$ cat src/hw/rtl/cpdp_pkg.sv
// shared constants, types and slot helpers for the coloring dp step unit
package cpdp_pkg;

   localparam int BAG_SLOTS  = 12;
   localparam int LABEL_BITS = 4;
   localparam int COLOR_W    = BAG_SLOTS * LABEL_BITS;
   localparam int SLOT_W     = 4;
   localparam int KIND_W     = 2;
   localparam int CNT_W      = LABEL_BITS + 1;
   localparam int LABEL_MAX  = (1 << LABEL_BITS) - 1;

   localparam logic [KIND_W-1:0] KIND_INTRO_VERTEX = 2'd0;
   localparam logic [KIND_W-1:0] KIND_INTRO_EDGE   = 2'd1;
   localparam logic [KIND_W-1:0] KIND_FORGET       = 2'd2;
   localparam logic [KIND_W-1:0] KIND_JOIN         = 2'd3;

   localparam logic [3:0] MAX_COLORS_RESET = 4'd3;

   typedef enum logic [2:0] {
      ST_IDLE,
      ST_CANON_A,
      ST_CANON_B,
      ST_DISPATCH,
      ST_BASE,
      ST_NEXT,
      ST_INTRO,
      ST_FORGET
   } cpdp_state_type;

   typedef struct packed {
      logic             busy;
      logic             done;
      logic [CNT_W-1:0] count;
   } cpdp_canon_stat_type;

   // label of one slot, zero for slots outside the bag
   function automatic logic [LABEL_BITS-1:0] label_at(input logic [COLOR_W-1:0] c,
                                                      input logic [SLOT_W-1:0]  slot);
      logic [LABEL_BITS-1:0] lab;
      lab = '0;
      for (int s = 0; s < BAG_SLOTS; s++) begin
         if (slot == SLOT_W'(s)) begin
            lab = c[s*LABEL_BITS +: LABEL_BITS];
         end
      end
      return lab;
   endfunction

   // overwrite the label of one slot
   function automatic logic [COLOR_W-1:0] put_label(input logic [COLOR_W-1:0]    c,
                                                    input logic [SLOT_W-1:0]     slot,
                                                    input logic [LABEL_BITS-1:0] lab);
      logic [COLOR_W-1:0] r;
      r = c;
      for (int s = 0; s < BAG_SLOTS; s++) begin
         if (slot == SLOT_W'(s)) begin
            r[s*LABEL_BITS +: LABEL_BITS] = lab;
         end
      end
      return r;
   endfunction

endpackage

$ cat src/hw/rtl/cpdp_if.sv
// handshake channels of the coloring dp step unit
interface cpdp_req_if
   import cpdp_pkg::*;
   ();
   logic                  valid;
   logic                  ready;
   logic [KIND_W-1:0]     kind;
   logic [SLOT_W-1:0]     vertex_a;
   logic [SLOT_W-1:0]     vertex_b;
   logic [COLOR_W-1:0]    coloring_a;
   logic [COLOR_W-1:0]    coloring_b;

   modport source (output valid, kind, vertex_a, vertex_b, coloring_a, coloring_b,
                   input ready);
   modport sink (input valid, kind, vertex_a, vertex_b, coloring_a, coloring_b,
                 output ready);
endinterface

interface cpdp_rsp_if
   import cpdp_pkg::*;
   ();
   logic                  valid;
   logic                  ready;
   logic [COLOR_W-1:0]    coloring_out;
   logic                  is_valid;
   logic                  last;

   modport source (output valid, coloring_out, is_valid, last, input ready);
   modport sink (input valid, coloring_out, is_valid, last, output ready);
endinterface

interface cpdp_csr_if;
   logic       valid;
   logic       ready;
   logic [3:0] max_colors;

   modport source (output valid, max_colors, input ready);
   modport sink (input valid, max_colors, output ready);
endinterface

$ cat src/hw/rtl/cpdp_canon.sv
// slot-serial canonical relabeling unit, one slot per cycle
module cpdp_canon
   import cpdp_pkg::*;
(
   input  logic                clock,
   input  logic                reset,
   input  logic                start,
   input  logic [COLOR_W-1:0]  word,
   output logic [COLOR_W-1:0]  result,
   output cpdp_canon_stat_type stat
);

   localparam int SCNT_W = $clog2(BAG_SLOTS);
   localparam logic [SCNT_W-1:0] SLOT_LAST = SCNT_W'(BAG_SLOTS - 1);

   logic [COLOR_W-1:0]    src_ff, src_in;
   logic [COLOR_W-1:0]    res_ff, res_in;
   logic [SCNT_W-1:0]     slot_ff, slot_in;
   logic [CNT_W-1:0]      next_ff, next_in;
   logic                  busy_ff, busy_in;
   logic                  done_ff, done_in;
   logic [LABEL_BITS-1:0] map_ff [1 << LABEL_BITS];

   logic [LABEL_BITS-1:0] lab;
   logic [LABEL_BITS-1:0] mapped;
   logic [LABEL_BITS-1:0] new_lab;
   logic                  map_clr;
   logic                  map_we;

   always_comb begin
      lab     = src_ff[LABEL_BITS-1:0];
      mapped  = map_ff[lab];
      new_lab = '0;
      if (lab != '0) begin
         new_lab = (mapped == '0) ? next_ff[LABEL_BITS-1:0] : mapped;
      end
      src_in  = src_ff;
      res_in  = res_ff;
      slot_in = slot_ff;
      next_in = next_ff;
      busy_in = busy_ff;
      done_in = done_ff;
      map_clr = 1'b0;
      map_we  = 1'b0;
      if (start) begin
         src_in  = word;
         res_in  = '0;
         slot_in = '0;
         next_in = CNT_W'(1);
         busy_in = 1'b1;
         done_in = 1'b0;
         map_clr = 1'b1;
      end else if (busy_ff) begin
         src_in = src_ff >> LABEL_BITS;
         res_in = {new_lab, res_ff[COLOR_W-1:LABEL_BITS]};
         if (lab != '0 && mapped == '0) begin
            map_we  = 1'b1;
            next_in = next_ff + CNT_W'(1);
         end
         if (slot_ff == SLOT_LAST) begin
            busy_in = 1'b0;
            done_in = 1'b1;
         end else begin
            slot_in = slot_ff + SCNT_W'(1);
         end
      end
   end

   always_ff @(posedge clock) begin
      if (reset) begin
         busy_ff <= 1'b0;
         done_ff <= 1'b0;
      end else begin
         busy_ff <= busy_in;
         done_ff <= done_in;
      end
   end

   always_ff @(posedge clock) begin
      src_ff  <= src_in;
      res_ff  <= res_in;
      slot_ff <= slot_in;
      next_ff <= next_in;
      if (map_clr) begin
         map_ff <= '{default: '0};
      end else if (map_we) begin
         map_ff[lab] <= next_ff[LABEL_BITS-1:0];
      end
   end

   assign result     = res_ff;
   assign stat.busy  = busy_ff;
   assign stat.done  = done_ff;
   assign stat.count = next_ff - CNT_W'(1);

   a_no_restart: assert property (@(posedge clock) disable iff (reset)
      start |-> !busy_ff)
      else $error("canon unit restarted mid-pass");

   a_busy_done_excl: assert property (@(posedge clock) disable iff (reset)
      !(busy_ff && done_ff))
      else $error("canon unit busy and done together");

   a_done_after_busy: assert property (@(posedge clock) disable iff (reset)
      $rose(done_ff) |-> $past(busy_ff))
      else $error("canon done without a pass");

   a_count_bound: assert property (@(posedge clock) disable iff (reset)
      done_ff |-> (stat.count <= CNT_W'(BAG_SLOTS)))
      else $error("canon class count out of range");

endmodule

$ cat src/hw/rtl/coloring_partition_dp_step_unit.sv
// top level of the coloring dp step unit: sequencer, output register and csr
// One request at a time. Every coloring that a step uses goes through a
// slot-serial relabeling unit, and introduce vertex runs one pass per result.
// The single relabeling unit is the rate limit. req ready is high only while
// the unit is idle; the last result sits in the output register while the
// next request is taken. max_colors is written through csr (always ready,
// reset 3) and is meant to change only while no request is in flight.
module coloring_partition_dp_step_unit
   import cpdp_pkg::*;
(
   input  logic     clock,
   input  logic     reset,
   cpdp_req_if.sink   req_if,
   cpdp_rsp_if.source rsp_if,
   cpdp_csr_if.sink   csr_if
);

   cpdp_state_type state_ff, state_in;

   // request fields kept for the whole step
   logic [KIND_W-1:0]  kind_ff, kind_in;
   logic [SLOT_W-1:0]  va_ff, va_in;
   logic [SLOT_W-1:0]  vb_ff, vb_in;
   logic [COLOR_W-1:0] cb_ff, cb_in;
   // canonical first coloring, and the base coloring for introduce vertex
   logic [COLOR_W-1:0] ca_ff, ca_in;
   logic [COLOR_W-1:0] base_ff, base_in;
   // class being tried and number of results for introduce vertex
   logic [CNT_W-1:0]   cls_ff, cls_in;
   logic [CNT_W-1:0]   limit_ff, limit_in;

   logic [3:0]         max_colors_ff, max_colors_in;

   // output register
   logic               rsp_valid_ff, rsp_valid_in;
   logic [COLOR_W-1:0] rsp_col_ff, rsp_col_in;
   logic               rsp_isv_ff, rsp_isv_in;
   logic               rsp_last_ff, rsp_last_in;

   // relabeling unit
   logic                canon_start;
   logic [COLOR_W-1:0]  canon_word;
   logic [COLOR_W-1:0]  canon_res;
   cpdp_canon_stat_type canon_stat;

   logic                  out_free;
   logic                  emit;
   logic [COLOR_W-1:0]    emit_col;
   logic                  emit_isv;
   logic                  emit_last;
   logic [LABEL_BITS-1:0] lab_a;
   logic [LABEL_BITS-1:0] lab_b;
   logic [CNT_W-1:0]      keff;
   logic                  new_ok;

   cpdp_canon u_canon (
      .clock  (clock),
      .reset  (reset),
      .start  (canon_start),
      .word   (canon_word),
      .result (canon_res),
      .stat   (canon_stat)
   );

   assign out_free = !rsp_valid_ff || rsp_if.ready;
   assign lab_a    = label_at(ca_ff, va_ff);
   assign lab_b    = label_at(ca_ff, vb_ff);

   // k clamped to the bag size; a new class also needs a free label code
   assign keff   = (CNT_W'(max_colors_ff) > CNT_W'(BAG_SLOTS)) ? CNT_W'(BAG_SLOTS)
                                                               : CNT_W'(max_colors_ff);
   assign new_ok = (canon_stat.count < keff) && (canon_stat.count < CNT_W'(LABEL_MAX));

   always_comb begin
      state_in    = state_ff;
      kind_in     = kind_ff;
      va_in       = va_ff;
      vb_in       = vb_ff;
      cb_in       = cb_ff;
      ca_in       = ca_ff;
      base_in     = base_ff;
      cls_in      = cls_ff;
      limit_in    = limit_ff;
      canon_start = 1'b0;
      canon_word  = req_if.coloring_a;
      emit        = 1'b0;
      emit_col    = '0;
      emit_isv    = 1'b0;
      emit_last   = 1'b1;

      unique case (state_ff)
         ST_IDLE: begin
            if (req_if.valid) begin
               kind_in     = req_if.kind;
               va_in       = req_if.vertex_a;
               vb_in       = req_if.vertex_b;
               cb_in       = req_if.coloring_b;
               canon_start = 1'b1;
               canon_word  = req_if.coloring_a;
               state_in    = ST_CANON_A;
            end
         end
         ST_CANON_A: begin
            if (canon_stat.done) begin
               ca_in = canon_res;
               if (kind_ff == KIND_JOIN) begin
                  canon_start = 1'b1;
                  canon_word  = cb_ff;
                  state_in    = ST_CANON_B;
               end else begin
                  state_in = ST_DISPATCH;
               end
            end
         end
         ST_CANON_B: begin
            // join passes only when both partitions match
            if (canon_stat.done && out_free) begin
               emit = 1'b1;
               if (canon_res == ca_ff) begin
                  emit_col = ca_ff;
                  emit_isv = 1'b1;
               end
               state_in = ST_IDLE;
            end
         end
         ST_DISPATCH: begin
            unique case (kind_ff)
               KIND_INTRO_VERTEX: begin
                  if (va_ff < SLOT_W'(BAG_SLOTS)) begin
                     // clear the slot first, then count the classes left
                     canon_start = 1'b1;
                     canon_word  = put_label(ca_ff, va_ff, '0);
                     state_in    = ST_BASE;
                  end else if (out_free) begin
                     emit     = 1'b1;
                     state_in = ST_IDLE;
                  end
               end
               KIND_INTRO_EDGE: begin
                  // ends in one class (also both absent) reject
                  if (out_free) begin
                     emit = 1'b1;
                     if (lab_a != lab_b) begin
                        emit_col = ca_ff;
                        emit_isv = 1'b1;
                     end
                     state_in = ST_IDLE;
                  end
               end
               KIND_FORGET: begin
                  if (lab_a != '0) begin
                     canon_start = 1'b1;
                     canon_word  = put_label(ca_ff, va_ff, '0);
                     state_in    = ST_FORGET;
                  end else if (out_free) begin
                     emit     = 1'b1;
                     state_in = ST_IDLE;
                  end
               end
               KIND_JOIN: begin
                  state_in = ST_IDLE;
               end
            endcase
         end
         ST_BASE: begin
            // classes 1..cnt, plus class cnt+1 when a new one is allowed
            if (canon_stat.done) begin
               base_in  = canon_res;
               limit_in = canon_stat.count + CNT_W'(new_ok);
               cls_in   = CNT_W'(1);
               state_in = ST_NEXT;
            end
         end
         ST_NEXT: begin
            if (limit_ff == '0) begin
               if (out_free) begin
                  emit     = 1'b1;
                  state_in = ST_IDLE;
               end
            end else begin
               canon_start = 1'b1;
               canon_word  = put_label(base_ff, va_ff, cls_ff[LABEL_BITS-1:0]);
               state_in    = ST_INTRO;
            end
         end
         ST_INTRO: begin
            if (canon_stat.done && out_free) begin
               emit      = 1'b1;
               emit_col  = canon_res;
               emit_isv  = 1'b1;
               emit_last = (cls_ff == limit_ff);
               if (cls_ff == limit_ff) begin
                  state_in = ST_IDLE;
               end else begin
                  cls_in   = cls_ff + CNT_W'(1);
                  state_in = ST_NEXT;
               end
            end
         end
         ST_FORGET: begin
            if (canon_stat.done && out_free) begin
               emit     = 1'b1;
               emit_col = canon_res;
               emit_isv = 1'b1;
               state_in = ST_IDLE;
            end
         end
      endcase
   end

   // output register: load on emit, drop when taken
   always_comb begin
      rsp_valid_in = rsp_valid_ff;
      rsp_col_in   = rsp_col_ff;
      rsp_isv_in   = rsp_isv_ff;
      rsp_last_in  = rsp_last_ff;
      if (emit) begin
         rsp_valid_in = 1'b1;
         rsp_col_in   = emit_col;
         rsp_isv_in   = emit_isv;
         rsp_last_in  = emit_last;
      end else if (rsp_if.ready) begin
         rsp_valid_in = 1'b0;
      end
   end

   // csr write
   always_comb begin
      max_colors_in = max_colors_ff;
      if (csr_if.valid) begin
         max_colors_in = csr_if.max_colors;
      end
   end

   always_ff @(posedge clock) begin
      if (reset) begin
         state_ff      <= ST_IDLE;
         rsp_valid_ff  <= 1'b0;
         max_colors_ff <= MAX_COLORS_RESET;
      end else begin
         state_ff      <= state_in;
         rsp_valid_ff  <= rsp_valid_in;
         max_colors_ff <= max_colors_in;
      end
   end

   always_ff @(posedge clock) begin
      kind_ff     <= kind_in;
      va_ff       <= va_in;
      vb_ff       <= vb_in;
      cb_ff       <= cb_in;
      ca_ff       <= ca_in;
      base_ff     <= base_in;
      cls_ff      <= cls_in;
      limit_ff    <= limit_in;
      rsp_col_ff  <= rsp_col_in;
      rsp_isv_ff  <= rsp_isv_in;
      rsp_last_ff <= rsp_last_in;
   end

   assign req_if.ready        = (state_ff == ST_IDLE);
   assign csr_if.ready        = 1'b1;
   assign rsp_if.valid        = rsp_valid_ff;
   assign rsp_if.coloring_out = rsp_col_ff;
   assign rsp_if.is_valid     = rsp_isv_ff;
   assign rsp_if.last         = rsp_last_ff;

   a_idle_canon_quiet: assert property (@(posedge clock) disable iff (reset)
      (state_ff == ST_IDLE) |-> !canon_stat.busy)
      else $error("request taken while relabeling runs");

   a_reject_shape: assert property (@(posedge clock) disable iff (reset)
      (rsp_if.valid && !rsp_if.is_valid) |-> (rsp_if.last && rsp_if.coloring_out == '0))
      else $error("rejection result malformed");

   a_cls_in_range: assert property (@(posedge clock) disable iff (reset)
      (state_ff == ST_INTRO) |-> (cls_ff != '0 && cls_ff <= limit_ff))
      else $error("class index outside result range");

   a_no_overwrite: assert property (@(posedge clock) disable iff (reset)
      emit |-> out_free)
      else $error("result overwritten before taken");

endmodule

$ cat src/flat_wrapper.sv
// flat-port wrapper written by rule: the top's interface ports become plain ports
module coloring_partition_dp_step_unit_flat import cpdp_pkg::*;
  (clock, reset, req_if_valid, req_if_kind, req_if_vertex_a, req_if_vertex_b, req_if_coloring_a, req_if_coloring_b, req_if_ready, rsp_if_valid, rsp_if_coloring_out, rsp_if_is_valid, rsp_if_last, rsp_if_ready, csr_if_valid, csr_if_max_colors, csr_if_ready);
  cpdp_req_if req_if_i ();
  cpdp_rsp_if rsp_if_i ();
  cpdp_csr_if csr_if_i ();
  input  logic clock;
  input  logic reset;
  input wire logic [$bits(req_if_i.valid)-1:0] req_if_valid;
  input wire logic [$bits(req_if_i.kind)-1:0] req_if_kind;
  input wire logic [$bits(req_if_i.vertex_a)-1:0] req_if_vertex_a;
  input wire logic [$bits(req_if_i.vertex_b)-1:0] req_if_vertex_b;
  input wire logic [$bits(req_if_i.coloring_a)-1:0] req_if_coloring_a;
  input wire logic [$bits(req_if_i.coloring_b)-1:0] req_if_coloring_b;
  output wire logic [$bits(req_if_i.ready)-1:0] req_if_ready;
  output wire logic [$bits(rsp_if_i.valid)-1:0] rsp_if_valid;
  output wire logic [$bits(rsp_if_i.coloring_out)-1:0] rsp_if_coloring_out;
  output wire logic [$bits(rsp_if_i.is_valid)-1:0] rsp_if_is_valid;
  output wire logic [$bits(rsp_if_i.last)-1:0] rsp_if_last;
  input wire logic [$bits(rsp_if_i.ready)-1:0] rsp_if_ready;
  input wire logic [$bits(csr_if_i.valid)-1:0] csr_if_valid;
  input wire logic [$bits(csr_if_i.max_colors)-1:0] csr_if_max_colors;
  output wire logic [$bits(csr_if_i.ready)-1:0] csr_if_ready;
  assign req_if_i.valid = req_if_valid;
  assign req_if_i.kind = req_if_kind;
  assign req_if_i.vertex_a = req_if_vertex_a;
  assign req_if_i.vertex_b = req_if_vertex_b;
  assign req_if_i.coloring_a = req_if_coloring_a;
  assign req_if_i.coloring_b = req_if_coloring_b;
  assign req_if_ready = req_if_i.ready;
  assign rsp_if_valid = rsp_if_i.valid;
  assign rsp_if_coloring_out = rsp_if_i.coloring_out;
  assign rsp_if_is_valid = rsp_if_i.is_valid;
  assign rsp_if_last = rsp_if_i.last;
  assign rsp_if_i.ready = rsp_if_ready;
  assign csr_if_i.valid = csr_if_valid;
  assign csr_if_i.max_colors = csr_if_max_colors;
  assign csr_if_ready = csr_if_i.ready;
  coloring_partition_dp_step_unit u_core (.clock(clock), .reset(reset), .req_if(req_if_i), .rsp_if(rsp_if_i), .csr_if(csr_if_i));
endmodule
$ cat config.mk
export PLATFORM = sky130hd
export DESIGN_NAME = coloring_partition_dp_step_unit_flat
export DESIGN_NICKNAME = d
export VERILOG_FILES = /design/src/hw/rtl/cpdp_pkg.sv /design/src/hw/rtl/cpdp_if.sv /design/src/hw/rtl/cpdp_canon.sv /design/src/hw/rtl/coloring_partition_dp_step_unit.sv /design/src/flat_wrapper.sv
export SDC_FILE = /design/constraint.sdc
export NUM_CORES = 1
export LEC_CHECK = 0
export BUFFER_PORTS_ARGS = -buffer_cell sky130_fd_sc_hd__buf_2
export CAP_MARGIN = 25
export CORE_ASPECT_RATIO = 0.5
export CORE_UTILIZATION = 45
export CTS_CLUSTER_DIAMETER = 60
export DETAILED_ROUTE_END_ITERATION = 7
export PLACE_DENSITY_LB_ADDON = 0.2
export SLEW_MARGIN = 20
export SYNTH_ARGS = -nofsm -noshare
export SYNTH_HDL_FRONTEND = slang
export SYNTH_HIERARCHICAL = 1
export SYNTH_SLANG_ARGS = --single-unit
$ cat constraint.sdc
create_clock -name clock -period 9.91 [get_ports clock]
set_input_delay 1.4865 -clock clock [delete_from_list [all_inputs] [get_ports clock]]
set_output_delay 1.4865 -clock clock [all_outputs]
set_load 0.05 [all_outputs]
# Yosys cells after proc, flatten, opt, wreduce, memory -nomap -nowiden

Cells that the tools add are included.

Flip-flop bits (word level): 393
Latch bits: 0
Bits in writable memories: 0
Memory bits (read-only): 0
Logic and storage cells: 241
Memories kept: 0

Add/sub/neg operators: 5
$mul: 0
Div/mod/pow operators: 0
Magnitude comparators: 6
Equality and inequality tests: 42
Shifts and indexed selects: 0
Multiplexer cells: 120
Bitwise logic cells: 2
Reduce and logical (&&, ||, !) cells: 30

Operators with widths:

| cell                                                                  | count |
|---|---|
| 48-bit 2-to-1 mux                                                     | 13 |
| 48-bit one-hot mux with 3 select lines                                | 2 |
| 4-bit 2-to-1 mux                                                      | 54 |
| 48-bit one-hot mux with 2 select lines                                | 1 |
| 64-bit bitwise mux                                                    | 1 |
| 48-bit equality test                                                  | 1 |
| 4-bit equality test, second input constant                            | 9 |
| 4-bit by 3-bit equality test with 1-bit output, second input constant | 8 |
| 3-bit 2-to-1 mux                                                      | 10 |
| 1-bit 2-to-1 mux                                                      | 26 |
| 3-bit one-hot mux with 7 select lines                                 | 1 |
| 4-bit binary-select mux with 4-bit select                             | 1 |
| 4-bit demux with 4-bit select                                         | 1 |
| 4-bit by 2-bit equality test with 1-bit output, second input constant | 4 |
| 5-bit 2-to-1 mux                                                      | 3 |
| 2-bit AND reduction                                                   | 7 |
| 3-bit equality test, second input constant                            | 4 |
| 4-bit zero test                                                       | 3 |
| 3-bit one-hot mux with 4 select lines                                 | 1 |
| 5-bit by 1-bit adder with 5-bit output, second input constant         | 2 |
| 5-bit one-hot mux with 2 select lines                                 | 1 |
| 1-bit one-hot mux with 3 select lines                                 | 3 |
| 4-bit by 1-bit equality test with 1-bit output, second input constant | 2 |
| 2-bit inequality test, second input constant                          | 4 |
| other kinds (32)                                                      | 43 |

# Longest topological paths before layout

Word-level depth: 18
Mapped depth: 18
Depth with buffers taken out: 12

# Hierarchy

Netlist, hierarchy kept.

By module, submodules not included:

| module                          | instances | cells an instance | area each (um^2) | seq. area each (um^2) |
|---|---|---|---|---|
| coloring_partition_dp_step_unit | 1         | 1,171             | 12,615.8         | 6,586.3 |
| cpdp_canon                      | 1         | 535               | 6,752.7          | 3,903.7 |

# Worst setup path before layout

OpenSTA, ideal clock, no wires.

Kind: flip-flop to flip-flop
Start: reg u_core.state_ff[0]
End: reg u_core.u_canon.src_ff[0], enable pin
Setup time: 0.402 ns
Arrival: 7.623 ns
Data required time: 9.508 ns
Slack: 1.884 ns
Stages on the path, launching flop included: 10
Cell sequence: dfxtp_1 -> clkbuf_1 -> nor4bb_1 -> nor2b_1 -> clkbuf_1 -> nor2_1 -> nand3_1 -> clkbuf_1 -> nor2_1 -> inv_1

Longest elaborated chain between the ends: 3
Elaborated cells between the ends (all ways): 6
Those cells by class: 3 x eq/ne; 1 x mux; 2 x reduce/logical

Ends and longest elaborated chain:

| what                                        | RTL line                               | text |
|---|---|---|
| from (decl)                                 | coloring_partition_dp_step_unit.sv:18  | `cpdp_state_type state_ff, state_in;` |
| from (signal assigned)                      | coloring_partition_dp_step_unit.sv:241 | `state_ff <= state_in;` |
| 3-bit equality test (tied with other cells) | coloring_partition_dp_step_unit.sv:91  | `unique case (state_ff)` |
| 1-bit one-hot mux with 4 select lines *     | coloring_partition_dp_step_unit.sv:91  |  |
| via u_core.canon_start                      | coloring_partition_dp_step_unit.sv:41  | `logic canon_start;` |
| 2-bit nonzero test (no source line) *       | n/a                                    |  |
| to (signal assigned)                        | cpdp_canon.sv:80                       | `src_ff <= src_in;` |
| to (decl)                                   | cpdp_canon.sv:16                       | `logic [COLOR_W-1:0] src_ff, src_in;` |

Mark *: on every way through the listed nets, which the timed path passes. The rest lies on a longest branch.
A chain may end at the register's enable or synchronous reset.

# Worst setup path in the final report

Start: reg u_core.va_ff[2]
End: reg u_core.u_canon.src_ff[20], enable pin

Longest elaborated chain between the ends: 18
Elaborated cells between the ends (all ways): 31
Those cells by class: 1 x order compare; 11 x eq/ne; 16 x mux; 3 x reduce/logical

Ends and longest elaborated chain:

| what                                    | RTL line                               | text |
|---|---|---|
| from (decl)                             | coloring_partition_dp_step_unit.sv:22  | `logic [SLOT_W-1:0] va_ff, va_in;` |
| from (signal assigned)                  | coloring_partition_dp_step_unit.sv:249 | `va_ff <= va_in;` |
| 4-bit zero test                         | cpdp_pkg.sv:42                         | `if (slot == SLOT_W'(s)) begin` |
| 4-bit 2-to-1 mux (12 in a row)          | cpdp_pkg.sv:42                         |  |
| 4-bit nonzero test                      | coloring_partition_dp_step_unit.sv:151 | `if (lab_a != '0) begin` |
| 1-bit 2-to-1 mux                        | coloring_partition_dp_step_unit.sv:151 |  |
| 1-bit one-hot mux with 2 select lines * | coloring_partition_dp_step_unit.sv:127 | `unique case (kind_ff)` |
| 1-bit one-hot mux with 4 select lines * | coloring_partition_dp_step_unit.sv:91  |  |
| via u_core.canon_start                  | coloring_partition_dp_step_unit.sv:41  |  |
| 2-bit nonzero test (no source line) *   | n/a                                    |  |

Marks and branches as above.

==> run metrics <==
status completed; commonest non-fill, non-tap cell in the layout edfxtp_1; worst slew pin tran 1031 ps; vias in the first global route 13,900; number of port buffers 166; Clock Tree Root clkbuf_16; drt wl/cell 25.13 µm; Initial Util 0.4591; Critical Path Fanout Max 68; cts hold-fix bufs 0; area occupied by registers 10,490 µm²; CP endpoint kind flop; leakage 7.472 nW; Setup TNS Final 0 ps; remaining antenna violation count 0; postcts setup bufs 0; Clock Latency Late Sink 560 ps; Die Span Y 148.7 µm; RSZ-0062 raised after global routing no; final WL 60.33 mm; M1 GR Usage 0.3897; most frequent cells in the layout 262 x edfxtp_1, 169 x a21oi_1, 166 x buf_2, 145 x nor2_1, 130 x dfxtp_1; clock sink total 393; Finish-stage setup viols 0; final hold slack 459.8 ps; CTS buffer count 38; mapped cell area 19,360 µm²; # IOs 168; Tcrit/Tclk final 0.5723; CP required 9920 ps; estimated wirelength of the detail-placed design 41.02 mm; GRT overflow 0; FILL cells 3,739; Setup Crit Path Kind flop to flop; Max Cap Viol 0; Avg Cell Area, Syn 11.36 µm²; max-slew violations 0; pwr/cell area 246.0 nW/µm²; drt pass-1 iters 6; 1st-iter DRT viols 1,847; Clock transition at path regs 70 ps; synth-to-layout area growth 12.90%; Max VDD drop 0.0001584 V; CTS tree done; area of the multi-input gates 8229 µm²; via count 14,900; met2 GRT Util 0.4150; # nets final 1,922; Core Box Area 42,180 µm²; Worst EP arrival 5680 ps; ant diodes 0; synth warn 6; Die Width 295.3 µm; GP Congestion 0.9316; clk buf depth 3; Most Crowded Layer GR met2; H-Tree Depth 2; DRC viols 0; post-synthesis cell count 1,705; Final Power 5.378 mW; Worst Skew 25.21 ps; Global Route Usage Sum 0.2706; largest net degree at the start of global routing 76; Slew headroom 0.3073; Highest Clock Rate 176.3 MHz; routing usage on met3 0.05365; Die ar. 43,910 µm²; first-pass GRT wire length 88.54 mm; vias per cell 6.207; min cycle time layout 5672 ps; PostCTS Resize Cnt 0; row cnt 53; initial antenna violation count 1; path type of the worst min-delay path flop to flop; critical path launch point type flop; share of cells above drive strength 1 0.1902; syn nets 1,829; endpoints failing hold 0
## per-stage QoR
step | cell area [µm²] | cells | worst slack, ps | utilization
after global routing | 21860 | 2401 | 3843 | 0.5183
after global placement | 20510 | 2333 | 4656 | 0.4864
after floorplan | 19360 | 1705 | 1884 | -
final | 21860 | 2401 | 4238 | 0.5183
after CTS | 21850 | 2400 | 4429 | 0.5180
after detailed placement | 20530 | 2334 | 4517 | 0.4869
## final timing paths
check	start	endpoint	slack, ps	cells after the start
setup / recovery	u_core/va_ff[2]	u_core/u_canon/src_ff[20]	4240	11
hold / removal	u_core/u_canon/map_ff[36]	u_core/u_canon/map_ff[36]	460	1
setup reg to reg	u_core/va_ff[2]	u_core/u_canon/src_ff[20]	4240	11
hold reg to reg	u_core/u_canon/map_ff[36]	u_core/u_canon/map_ff[36]	460	1
## per-layer routing
| metal | routed length, µm | part of all wire | vias to the layer above |
|---|---|---|---|
| met5 | 13 | 0.00022 | - |
| li1 | - | - | 6726 |
| met4 | 1355 | 0.022 | 2 |
| met2 | 27200 | 0.45 | 689 |
| met3 | 5276 | 0.087 | 95 |
| met1 | 26480 | 0.44 | 7392 |
## sequential cells by signal, summed over array words and instances, names as in the netlist
| name | cells |
|---|---|
| u_core/u_canon/busy_ff | 1 |
| u_core/rsp_if.is_valid | 1 |
| u_core/va_ff | 4 |
| u_core/u_canon/src_ff | 48 |
| u_core/max_colors_ff | 4 |
| u_core/u_canon/map_ff | 64 |
| u_core/u_canon/slot_ff | 4 |
| u_core/ca_ff | 48 |
| u_core/state_ff | 3 |
| u_core/base_ff | 48 |
| u_core/cb_ff | 48 |
| u_core/rsp_if.last | 1 |
| u_core/vb_ff | 4 |
| u_core/kind_ff | 2 |
| u_core/u_canon/done_ff | 1 |
| u_core/limit_ff | 5 |
| u_core/u_canon/next_ff | 5 |
| u_core/cls_ff | 5 |
| u_core/rsp_if.valid | 1 |
| u_core/rsp_if.coloring_out | 48 |
| u_core/u_canon/result | 48 |
## critical path, stage by stage (launching register included)
cell and delay (ps):
edfxtp_1 650, nand2b_1 420, o32ai_1 150, o22ai_1 270
o221ai_1 250, or3_1 480, o21a_1 190, buf_4 280
nand2_1 210, nand3_4 680, nor2_1 620, clkinv_2 810
## layout make-up
class                      instances  area share
sequential                       393      0.4800
multi-input combinational       1155      0.3765
clock buffer                      50     0.05077
timing repair buffer             190     0.04699
tap                              577     0.03303
clock inverter                    16    0.009273
inverter                          20    0.003492
## power breakdown
group / internal, mW / total, mW / switching (mW)
clock network: 0.898 / 1.55 / 0.653
registers: 2.05 / 2.24 / 0.184
logic: 0.555 / 1.59 / 1.03
total: 3.51 / 5.38 / 1.87
Power figures use the tool's default switching activity.
